<file path="src/hdl/kpt_pkg.sv">
// kpt_pkg: shared types and constants of the keyed parameter table
// holds the command and status codes, the transfer structs and the token passed between cells
// depends on nothing
package kpt_pkg;

   // default table geometry
   localparam int KPT_NUM_ENTRIES = 32;
   localparam int KPT_NAME_BYTES  = 16;

   // running count in the chain, wide enough for tables of up to 511 entries
   localparam int KPT_CNT_W = 9;

   // width and ceiling of the reported entry count
   localparam int KPT_COUNT_OUT_W = 6;
   localparam int KPT_COUNT_MAX   = 63;

   typedef enum logic [1:0] {
      CMD_ADD    = 2'd0,
      CMD_EXISTS = 2'd1,
      CMD_UPDATE = 2'd2,
      CMD_REMOVE = 2'd3
   } cmd_type;

   typedef enum logic [1:0] {
      STATUS_DONE     = 2'd0,
      STATUS_FULL     = 2'd1,
      STATUS_NO_MATCH = 2'd2
   } status_type;

   typedef struct packed {
      cmd_type      cmd;
      logic [7:0]   craft_id;
      logic [7:0]   part_id;
      logic [63:0]  name_low;
      logic [63:0]  name_high;
      logic [31:0]  param_value;
      logic [7:0]   param_type;
   } req_type;

   typedef struct packed {
      logic                         found;
      status_type                   status;
      logic [KPT_COUNT_OUT_W-1:0]   entry_count;
   } rsp_type;

   // command token that walks down the chain, one cell per cycle
   typedef struct packed {
      logic                   valid;
      req_type                req;
      logic                   placed;
      logic                   found;
      logic [KPT_CNT_W-1:0]   count;
   } token_type;

endpackage

</file>
<file path="src/hdl/kpt_cell.sv">
// kpt_cell: one entry of the keyed parameter table
// matches the passing command token against its entry, acts on it and hands the token on
// depends on kpt_pkg
module kpt_cell #(
   parameter int NAME_BYTES = kpt_pkg::KPT_NAME_BYTES
) (
   input  logic               clock,
   input  logic               reset,
   input  kpt_pkg::token_type tok_in,
   output kpt_pkg::token_type tok_out
);
   import kpt_pkg::*;

   localparam int NameW = NAME_BYTES * 8;

   // entry storage
   logic              valid_ff;
   logic              valid_in;
   logic [15:0]       ids_ff;
   logic [NameW-1:0]  name_ff;
   logic [31:0]       value_ff;
   logic [7:0]        type_ff;
   logic              write_key;
   logic              write_data;

   // outgoing token
   token_type         tok_ff;
   token_type         tok_in_next;

   logic [15:0]       req_ids;
   logic [NameW-1:0]  req_name;
   logic              hit;

   // names match up to the first byte that is zero in both, or over all bytes
   function automatic logic names_equal(input logic [NameW-1:0] a, input logic [NameW-1:0] b);
      logic eq;
      logic done;
      eq   = 1'b1;
      done = 1'b0;
      for (int k = 0; k < NAME_BYTES; k++) begin
         if (!done) begin
            if (a[k*8 +: 8] != b[k*8 +: 8]) begin
               eq   = 1'b0;
               done = 1'b1;
            end else if (a[k*8 +: 8] == 8'd0) begin
               done = 1'b1;
            end
         end
      end
      return eq;
   endfunction

   assign req_ids  = {tok_in.req.craft_id, tok_in.req.part_id};
   assign req_name = NameW'({tok_in.req.name_high, tok_in.req.name_low});

   // key match against the entry as it stands before the command
   assign hit = valid_ff && (ids_ff == req_ids) && names_equal(req_name, name_ff);

   // command action on this entry
   always_comb begin
      valid_in    = valid_ff;
      write_key   = 1'b0;
      write_data  = 1'b0;
      tok_in_next = tok_in;
      if (tok_in.valid) begin
         unique case (tok_in.req.cmd)
            CMD_ADD: begin
               if (!valid_ff && !tok_in.placed) begin
                  valid_in           = 1'b1;
                  write_key          = 1'b1;
                  write_data         = 1'b1;
                  tok_in_next.placed = 1'b1;
               end
            end
            CMD_EXISTS: begin
            end
            CMD_UPDATE: begin
               write_data = hit;
            end
            CMD_REMOVE: begin
               if (hit) begin
                  valid_in = 1'b0;
               end
            end
            default: begin
            end
         endcase
         tok_in_next.found = tok_in.found | hit;
         tok_in_next.count = tok_in.count + KPT_CNT_W'(valid_in);
      end
   end

   // valid bit and outgoing token
   always_ff @(posedge clock) begin
      if (reset) begin
         valid_ff     <= 1'b0;
         tok_ff.valid <= 1'b0;
      end else begin
         valid_ff     <= valid_in;
         tok_ff.valid <= tok_in_next.valid;
      end
      tok_ff.req    <= tok_in_next.req;
      tok_ff.placed <= tok_in_next.placed;
      tok_ff.found  <= tok_in_next.found;
      tok_ff.count  <= tok_in_next.count;
   end

   // entry payload
   always_ff @(posedge clock) begin
      if (write_key) begin
         ids_ff  <= req_ids;
         name_ff <= req_name;
      end
      if (write_data) begin
         value_ff <= tok_in.req.param_value;
         type_ff  <= tok_in.req.param_type;
      end
   end

   assign tok_out = tok_ff;

   // an add already placed upstream leaves this entry alone
   a_placed_add_keeps_entry: assert property (@(posedge clock) disable iff (reset)
      (tok_in.valid && tok_in.req.cmd == CMD_ADD && tok_in.placed) |=> $stable(valid_ff))
      else $error("placed add changed a later entry");

   // a matching remove clears the entry
   a_remove_clears: assert property (@(posedge clock) disable iff (reset)
      (tok_in.valid && tok_in.req.cmd == CMD_REMOVE && hit) |=> !valid_ff)
      else $error("remove left a matching entry valid");

   // only an add can carry the placed mark
   a_placed_only_add: assert property (@(posedge clock) disable iff (reset)
      (tok_ff.valid && tok_ff.placed) |-> (tok_ff.req.cmd == CMD_ADD))
      else $error("placed mark on a command other than add");

endmodule

</file>
<file path="config.mk">
export PLATFORM = sky130hd
export DESIGN_NAME = kpt_cell
export DESIGN_NICKNAME = d
export VERILOG_FILES = /design/src/hdl/kpt_pkg.sv /design/src/hdl/kpt_cell.sv
export SDC_FILE = /design/constraint.sdc
export NUM_CORES = 1
export LEC_CHECK = 0
export ABC_AREA = 1
export BUFFER_PORTS_ARGS = -buffer_cell sky130_fd_sc_hd__buf_2
export CAP_MARGIN = 25
export CORE_MARGIN = 10
export CORE_UTILIZATION = 53
export DETAILED_ROUTE_END_ITERATION = 6
export HOLD_SLACK_MARGIN = 0.12
export PLACE_DENSITY = 0.94
export SLEW_MARGIN = 10
export SYNTH_ARGS = -nofsm -noshare
export SYNTH_HDL_FRONTEND = slang
export SYNTH_SLANG_ARGS = --single-unit
</file>
<file path="constraint.sdc">
create_clock -name clock -period 28 [get_ports clock]
set_clock_uncertainty 0.1 [all_clocks]
set_input_delay 2.8 -clock clock [delete_from_list [all_inputs] [get_ports clock]]
set_output_delay 2.8 -clock clock [all_outputs]
set_load 0.03 [all_outputs]
</file>
==> results of run 1 <==
layer usage:
metal / up-vias / share of wire [%] / GRT usage (%)
met5: - / 0 / 0
met4: 0 / 3.3 / 7.57
met3: 65 / 8.5 / 6.37
met2: 336 / 53 / 39.2
met1: 3598 / 36 / 22.5
li1: 3582 / - / -
registers in the layout, indices dropped and copies added, names as in the netlist:
| name | cells |
|---|---|
| ids_ff | 16 |
| tok_out | 198 |
| name_ff | 128 |
| valid_ff | 1 |
worst max-delay path by stage:
stage	start	end	cells past startpoint
final	tok_in[115]	tok_out[6]$_DFF_P_	25
after global routing	tok_in[116]	tok_out[8]$_DFF_P_	24
after CTS	tok_in[115]	tok_out[8]$_DFF_P_	24
after detailed placement	tok_in[115]	tok_out[8]$_DFF_P_	24
after global placement	tok_in[134]	tok_out[8]$_DFF_P_	22
after floorplan	tok_in[195]	ids_ff[0]$_DFFE_PP_	4
cells by family (layout without fill, tap and decap cells):
| family | after synthesis | after routing | synth area share, % |
|---|---|---|---|
| AO/OA/AOI/OAI | 25 | 25 | 1.69 |
| flip-flops | 343 | 343 | 75.2 |
| buffers and inverters | 65 | 520 | 2.28 |
| XOR/XNOR | 107 | 107 | 8.48 |
| other | 0 | 2 | 0 |
| adder cells (fa/ha/maj) | 4 | 4 | 0.453 |
| AND/OR/NAND/NOR | 262 | 262 | 11.9 |
synth_stat cells, drive strengths merged, types with 2 or more instances:
cell type	count
a22o	2
edfxtp	144
clkinv	4
and3b	2
nor4b	2
o22ai	6
nand3	11
xnor2	81
o21ai	4
or2	18
nand4	27
ha	4
o21bai	2
xor2	26
nand2	111
a21oi	5
o211ai	2
nor4	26
dfxtp	199
inv	60
nor2	56
nor3	7
through the flow:
| stage | total power [uW] | utilization, % | instance area (sq um) |
|---|---|---|---|
| floorplan | 610 | - | 11000 |
| global placement | 652 | 65.7 | 13400 |
| detailed placement | 656 | 65.7 | 13400 |
| CTS | 1050 | 70.5 | 14400 |
| global route | 1080 | 70.5 | 14400 |
| finish | 1040 | 70.5 | 14400 |
cell type report:
class	count	area (sq um)
diodes	2	5.00
clock buffers	49	923
clock inverters	8	47.5
fillers	1287	6010
inverters	64	240
multi-input cells	398	2490
flip-flops and latches	343	8310
well taps	270	338
repair buffers	399	2000
power breakdown:
group	total (uW)	internal (uW)	switching, uW
clock network	398	226	173
logic	99.3	31.2	68.1
registers	546	541	5.85
critical path, stage by stage:
cell and delay, ns:
buf_2 0.13, inv_1 0.05, nand2_1 0.10, nand4_1 0.13, nor2_1 0.23, nand3_2 0.15, nor2_2 0.14, nand4_2 0.10
nor2_2 0.13, nand4_2 0.12, nor2_2 0.14, nand4_2 0.10, nor2_1 0.11, nand2_1 0.06, nand2_1 0.12, nand2_1 0.07
nand2_1 0.08, nand2_2 0.06, inv_1 0.05, ha_1 0.16, ha_1 0.17, nand3_1 0.12, nor3_1 0.25, xnor2_1 0.15
inv_1 0.06
==> flow_summary.ini, run 1 <==
[synthesis]
synth_top_area_cell = edfxtp_1
synth_edf_count = 144
ys_ff_latch = 343
synthFlopType = dfxtp_1
synth_cell_type_count = 44
syn_area_sq_mm = 0.0110
synthCells = 806
yosysWarnings = 0
yosys-top-cells-area = edfxtp_1 39%, dfxtp_1 36%, xnor2_1 6.4%, nand2_1 3.7%, xor2_1 2.1%
ys_seq_area_share_pct = 75.2
synth_top_area_share_pct = 39.1
avgSynthCellArea_sq_um = 13.7
syn-num-nets = 1010
synthArstFlopShare_pct = 0

[layout]
synthToLayoutAreaGrowth_pct = 30.0
drive_gt1_share_pct = 37.8
final_cell_mix = 397 x buf_2, 199 x dfxtp_1, 144 x edfxtp_1
nNetsFinal = 1441
fin_cells = 1533
layout_commonest_cell = buf_2

[worst_hold_path]
holdCritStartpoint = valid_ff$_SDFFE_PP0P_
hold_class = reg -> reg
whs_path_depth = 2
worstHoldEndpoint = tok_out[10]$_DFF_P_

[placed_design]
pre_cts_slack_ns = 22.14
dp_hpwl_um = 22800
io_buffers = 397
place_inst = 1474
routabilityCongestion = 0.816

[floorplan]
rows = 52
coreArea_sq_mm = 0.0204
initial_core_util_pct = 54.2
die-area_sq_mm = 0.0270
die_x_um = 164
fp.dieH_um = 164
ios = 398

[clock_tree]
hold_buffers = 0
clk_latency_ns = 0.55
numCtsBuffers = 31
clk_pin_slew_ns = 0.06
cts_root_buf = clkbuf_16
clockBufferDepth = 3
cts_max_level = 1
clock-sinks = 343
ctsResizeCount = 0
cts_tree = done
cts_setup_buffers = 0

[setup_path]
crit_type = in -> reg
critPathMaxFanout = 5
r2r-start = name_ff[0]$_DFFE_PP_
cp_data_arrival_time_ns = 5.79
worstRegToRegCells = 23
end_kind = register
cp_data_required_time_ns = 28.34
worst_setup_path_start_kind = input pin
reg2reg_slack_ns = 24.55
timing.rr.end = tok_out[6]$_DFF_P_

[power]
max-vdd-ir-drop_mv = 0.0627
p_leak_uw = 0.00621
power_density_mw_per_mm2 = 72.7

[timing]
hold_ws_ns = 0.530
worst_pin_slew_ns = 0.986
rsz0062_at_grt = false
setup_viol = 0
fmax_ghz = 0.184
fin_ws_ns = 22.55
post-route-min-period_ns = 5.45
slew_viol_final = 0
relSlewSlack_pct = 34.3
fin_crit_sh_pct = 19.5
fin_tns_setup_ns = 0
hold_violations = 0

[drt]
wl_um = 30600
drtAntennaViolNets = 0
drc_errors = 0
wire_per_inst_um = 19.9
drt_pass1_iterations = 4
drt_iter0_markers = 413
via_per_inst = 4.95
num_vias = 7581

[global_routing]
grt_pass1_vias = 8208
grt_pass1_wl_um = 45200
globalRouteOverflowTotal = 0
track_usage_pct = 21.3
grt_start_max_net_pins = 77
antenna_found_initial = 2

[job]
maxCapViolCount = 0

[status]
status = complete, no violations
Power figures use the tool's default switching activity.
==> inputs of run 2 (changes only) <==
CORE_UTILIZATION = 44   (was 53)
PLACE_DENSITY = 0.84   (was 0.94)
clock period = 4.93 ns   (was 28 ns; I/O delays follow)
==> flow_summary.ini, run 2 (same netlist as run 1, synthesis figures left out) <==
[drt]
drc_errors = 0
wire_per_inst_um = 19.5
drt_iter0_markers = 519
drtAntennaViolNets = 0
via_per_inst = 4.76
drt_pass1_iterations = 5
wl_um = 35100
num_vias = 8564

[timing]
hold_ws_ns = 0.156
post-route-min-period_ns = 3.81
slew_viol_final = 0
fin_crit_sh_pct = 77.4
fin_tns_setup_ns = 0
fmax_ghz = 0.262
rsz0062_at_grt = false
setup_viol = 0
relSlewSlack_pct = 30.1
worst_pin_slew_ns = 1.05
hold_violations = 0

[clock_tree]
cts_setup_buffers = 0
clock-sinks = 343
cts_max_level = 2
numCtsBuffers = 35
clk_pin_slew_ns = 0.06
clockBufferDepth = 3
hold_buffers = 197
ctsResizeCount = 0
clk_latency_ns = 0.51
cts_tree = done
cts_root_buf = clkbuf_16

[global_routing]
antenna_found_initial = 8
grt_pass1_wl_um = 52900
globalRouteOverflowTotal = 0
grt_pass1_vias = 9396
track_usage_pct = 21.2
grt_start_max_net_pins = 81

[floorplan]
rows = 57
initial_core_util_pct = 45.0
coreArea_sq_mm = 0.0245
fp.dieH_um = 178
die-area_sq_mm = 0.0318
ios = 398
die_x_um = 178

[layout]
multi_input_area_sq_mm = 0.00250
nNetsFinal = 1642
largest_reg_flops = 198
regArea_sq_mm = 0.00831
drive_gt1_share_pct = 33.2
layout_commonest_cell = buf_2
synthToLayoutAreaGrowth_pct = 49.9
num-fill-cells = 1634
final_cell_mix = 397 x buf_2, 199 x dfxtp_1, 197 x dlygate4sd3_1
final_cell_area_sq_mm = 0.0166

[placed_design]
place_area_sq_mm = 0.0135
routabilityCongestion = 0.788
dp_hpwl_um = 22200
io_buffers = 397

[setup_path]
critPathMaxFanout = 5
cp_data_required_time_ns = 5.25
worst_setup_path_start_kind = input pin
cp_data_arrival_time_ns = 4.13
crit_type = in -> reg
end_kind = register

[worst_hold_path]
hold_class = in -> reg

[power]
p_leak_uw = 0.00711
max-vdd-ir-drop_mv = 0.438
power_density_mw_per_mm2 = 384
finalPower_uw = 6360

[job]
maxCapViolCount = 0

[status]
status = complete, no violations
[run 2: cell types whose count changed in the layout (fill, tap and decap cells not counted), sizes merged]
cell         delta
clkbuf          +5
clkinv          +1
diode           +8
dlygate4sd3   +197
inv             +1
[run 2: cell type report]
cell class	instances	area share (%)
antenna	10	0.151
clock buffer	54	6.32
clock inverter	10	0.400
inverter	64	1.45
multi-input combinational	398	15.1
sequential	343	50.2
tap	324	2.45
timing repair buffer	596	24.0
[run 2: where the power goes]
part | internal (uW) | total (uW) | switching, uW | leakage, uW
clock | 1470 | 2560 | 1080 | 0.000554
combinational | 280 | 695 | 416 | 0.00357
sequential | 3070 | 3110 | 38.3 | 0.00298
[run 2: worst max-delay path, cell delays in order]
cell	delay, ns
dlygate4sd3_1	0.53
buf_2	0.16
inv_1	0.05
nand2_1	0.05
nand4_1	0.16
nor2_1	0.24
nand3_2	0.15
nor2_2	0.13
nand4_2	0.10
nor2_2	0.16
nand4_2	0.11
nor2_2	0.15
nand4_2	0.10
nor2_1	0.11
nor2_1	0.05
nand2_1	0.14
nand2_1	0.07
nand2_1	0.08
nand2_2	0.06
inv_1	0.06
ha_1	0.16
ha_1	0.17
nand3_1	0.14
nor4b_1	0.33
xor2_1	0.20
[run 2: stage by stage]
step	utilization, %	instances	worst slack [ns]
after floorplan	-	806	0.194
after global placement	54.8	1528	1.37
after detailed placement	54.8	1528	1.22
after CTS	67.4	1789	1.20
after global routing	67.5	1797	0.679
final	67.5	1799	1.12
[run 2: path summary, 6_finish.rpt]
kind                    startpoint                    end  slack [ns]  cells past startpoint
max                    tok_in[116]     tok_out[8]$_DFF_P_        1.12                     25
min                     tok_in[10]    tok_out[10]$_DFF_P_        0.16                      2
max reg2reg   name_ff[4]$_DFFE_PP_     tok_out[8]$_DFF_P_        1.43                     22
min reg2reg  valid_ff$_SDFFE_PP0P_  valid_ff$_SDFFE_PP0P_        0.53                      2
[run 2: routing by layer]
metal,routed length (um),global-route usage (%)
met5,0,0
met1,12300,22.3
met4,1260,9.51
met3,2910,6.41
met2,18600,38.4
==> inputs of run 3 (changes only) <==
clock period = 3.44 ns   (was 4.93 ns; I/O delays follow)
==> flow_summary.ini, run 3 (same netlist as run 1, synthesis figures left out) <==
[drt]
via_per_inst = 4.78
wl_um = 36000
drc_errors = 0
wire_per_inst_um = 20.0
drtAntennaViolNets = 0
num_vias = 8614
drt_iter0_markers = 385
drt_pass1_iterations = 5

[setup_path]
end_kind = register
cp_data_arrival_time_ns = 3.77
critPathMaxFanout = 3
cpPeakStageDelay_ns = 0.38
cp_num_buf_inv = 1
critPathMostFrequentCell = nand2_1
cp_data_required_time_ns = 3.76
cp_slowest_cell = edfxtp_1
crit_type = reg -> reg
worstPathCellList = xnor2_1 > nand2_1 > nor2_2 > nand3_2 > nor2_4 > nand4_4 > nor2_4 > nand4_2 > nor2_2 > nand4_2 > nor2_2 > nand2_1 > nand2_2 > nand2_1 > nand2_1 > nand2_2 > inv_2 > ha_4 > ha_4 > nand3_4 > nor4b_4 > xor2_1
critical_path.top_delay_family = simple AND/OR/NAND/NOR gates
worst_setup_path_start_kind = register

[job]
maxCapViolCount = 0

[power]
netSwitchingFraction_pct = 23.9
p_int_uw = 7000
power_frac_comb_pct = 11.2
max-vdd-ir-drop_mv = 0.446
p_leak_uw = 0.00726
power_density_mw_per_mm2 = 544
switching_power_uw = 2200
p_seq_share_pct = 48.4
finalPower_uw = 9200
power_frac_clock_pct = 40.3

[global_routing]
track_usage_pct = 21.4
globalRouteOverflowTotal = 0
antenna_found_initial = 6
grt_start_max_net_pins = 145
grt_pass1_vias = 9537
grt_pass1_wl_um = 53500

[placed_design]
routabilityCongestion = 0.869
dp_hpwl_um = 21500
place_area_sq_mm = 0.0135
io_buffers = 397

[status]
status = finished with violations
violations = negative setup slack

[clock_tree]
cts_root_buf = clkbuf_16
numCtsBuffers = 35
cts_max_level = 2
clockBufferDepth = 3
cts_tree = done
clock-sinks = 343
clk_pin_slew_ns = 0.06
clk_latency_ns = 0.50

[worst_hold_path]
hold_class = in -> reg

[timing]
relSlewSlack_pct = 43.6
post-route-min-period_ns = 3.45
hold_ws_ns = 0.140
fin_tns_setup_ns = -0.00542
fmax_ghz = 0.290
fin_crit_sh_pct = 100
hold_violations = 0
slew_viol_final = 0
setup_viol = 1
worst_pin_slew_ns = 0.846
rsz0062_at_grt = true
fin_ws_ns = -0.00542

[floorplan]
fp.dieH_um = 178
ios = 398
die-area_sq_mm = 0.0318
die_x_um = 178
rows = 57
initial_core_util_pct = 45.0
coreArea_sq_mm = 0.0245

[layout]
largest_reg_flops = 198
num-fill-cells = 1556
layout_commonest_cell = buf_2
final_cell_area_sq_mm = 0.0169
nNetsFinal = 1650
drive_gt1_share_pct = 34.5
synthToLayoutAreaGrowth_pct = 53.0
final_cell_mix = 388 x buf_2, 199 x dlygate4sd3_1, 199 x dfxtp_1
postLayoutCoreUtil_pct = 68.9
run 3: area by class of cell:
type                       count  area, sq um  area share, %
antenna                        6         15.0         0.0888
clock buffer                  50         1040           6.13
clock inverter                13         92.6          0.548
inverter                      64          258           1.53
multi-input combinational    398         2660           15.8
sequential                   343         8310           49.2
tap                          324          405           2.40
timing repair buffer         604         4120           24.4
run 3: per-stage QoR:
| step | setup WS [ns] | std cells |
|---|---|---|
| 5_1_grt | -0.330 | 1802 |
| 3_5_place_dp | -0.0615 | 1527 |
| 4_1_cts | 0.00821 | 1790 |
| 2_1_floorplan | -1.10 | 806 |
| 6_report | -0.00542 | 1802 |
| 3_3_place_gp | 0.0850 | 1527 |
run 3: worst register-to-register path: stages, from the launching register on:
cell and delay [ns]:
edfxtp_1 0.38, xnor2_1 0.21, nand2_1 0.11, nor2_2 0.17, nand3_2 0.15, nor2_4 0.17
nand4_4 0.12, nor2_4 0.16, nand4_2 0.10, nor2_2 0.16, nand4_2 0.10, nor2_2 0.13
nand2_1 0.06, nand2_2 0.09, nand2_1 0.05, nand2_1 0.06, nand2_2 0.07, inv_2 0.06
ha_4 0.14, ha_4 0.14, nand3_4 0.11, nor4b_4 0.31, xor2_1 0.21
run 3: path summary, 6_finish.rpt:
path                                            start                    end  slack [ns]  cells after the start
worst min-delay path                      tok_in[137]  name_ff[22]$_DFFE_PP_        0.14                      1
worst max register to register   name_ff[5]$_DFFE_PP_     tok_out[8]$_DFF_P_      -0.005                     22
worst max-delay path             name_ff[5]$_DFFE_PP_     tok_out[8]$_DFF_P_      -0.005                     22
worst min register to register  valid_ff$_SDFFE_PP0P_    tok_out[10]$_DFF_P_        0.54                      2
run 3: power by group through the flow:
stage	sequential, uW	combinational, uW	clock (uW)
2_1_floorplan	4790	166	0
3_3_place_gp	4520	788	0
3_5_place_dp	4530	805	0
4_1_cts	4440	992	3750
5_1_grt	4460	1100	3930
6_report	4450	1030	3710
run 3: repair_timing:
item / 4_1_cts / 5_1_grt
setup buffers: 0 / 5
setup endpoints to repair: 0 / 9
hold buffers: 200 / 7
hold endpoints to repair: 343 / 7
gates resized for setup: 0 / 46
run 3: layer usage:
metal / GRT usage (%) / part of all wire, % / up-vias / wire length, um
met4: 8.68 / 3.6 / 0 / 1290
met3: 6.62 / 8.6 / 107 / 3100
met5: 0 / 0 / - / 0
met1: 21.7 / 34 / 4084 / 12300
li1: - / - / 4016 / -
met2: 39.8 / 54 / 407 / 19300
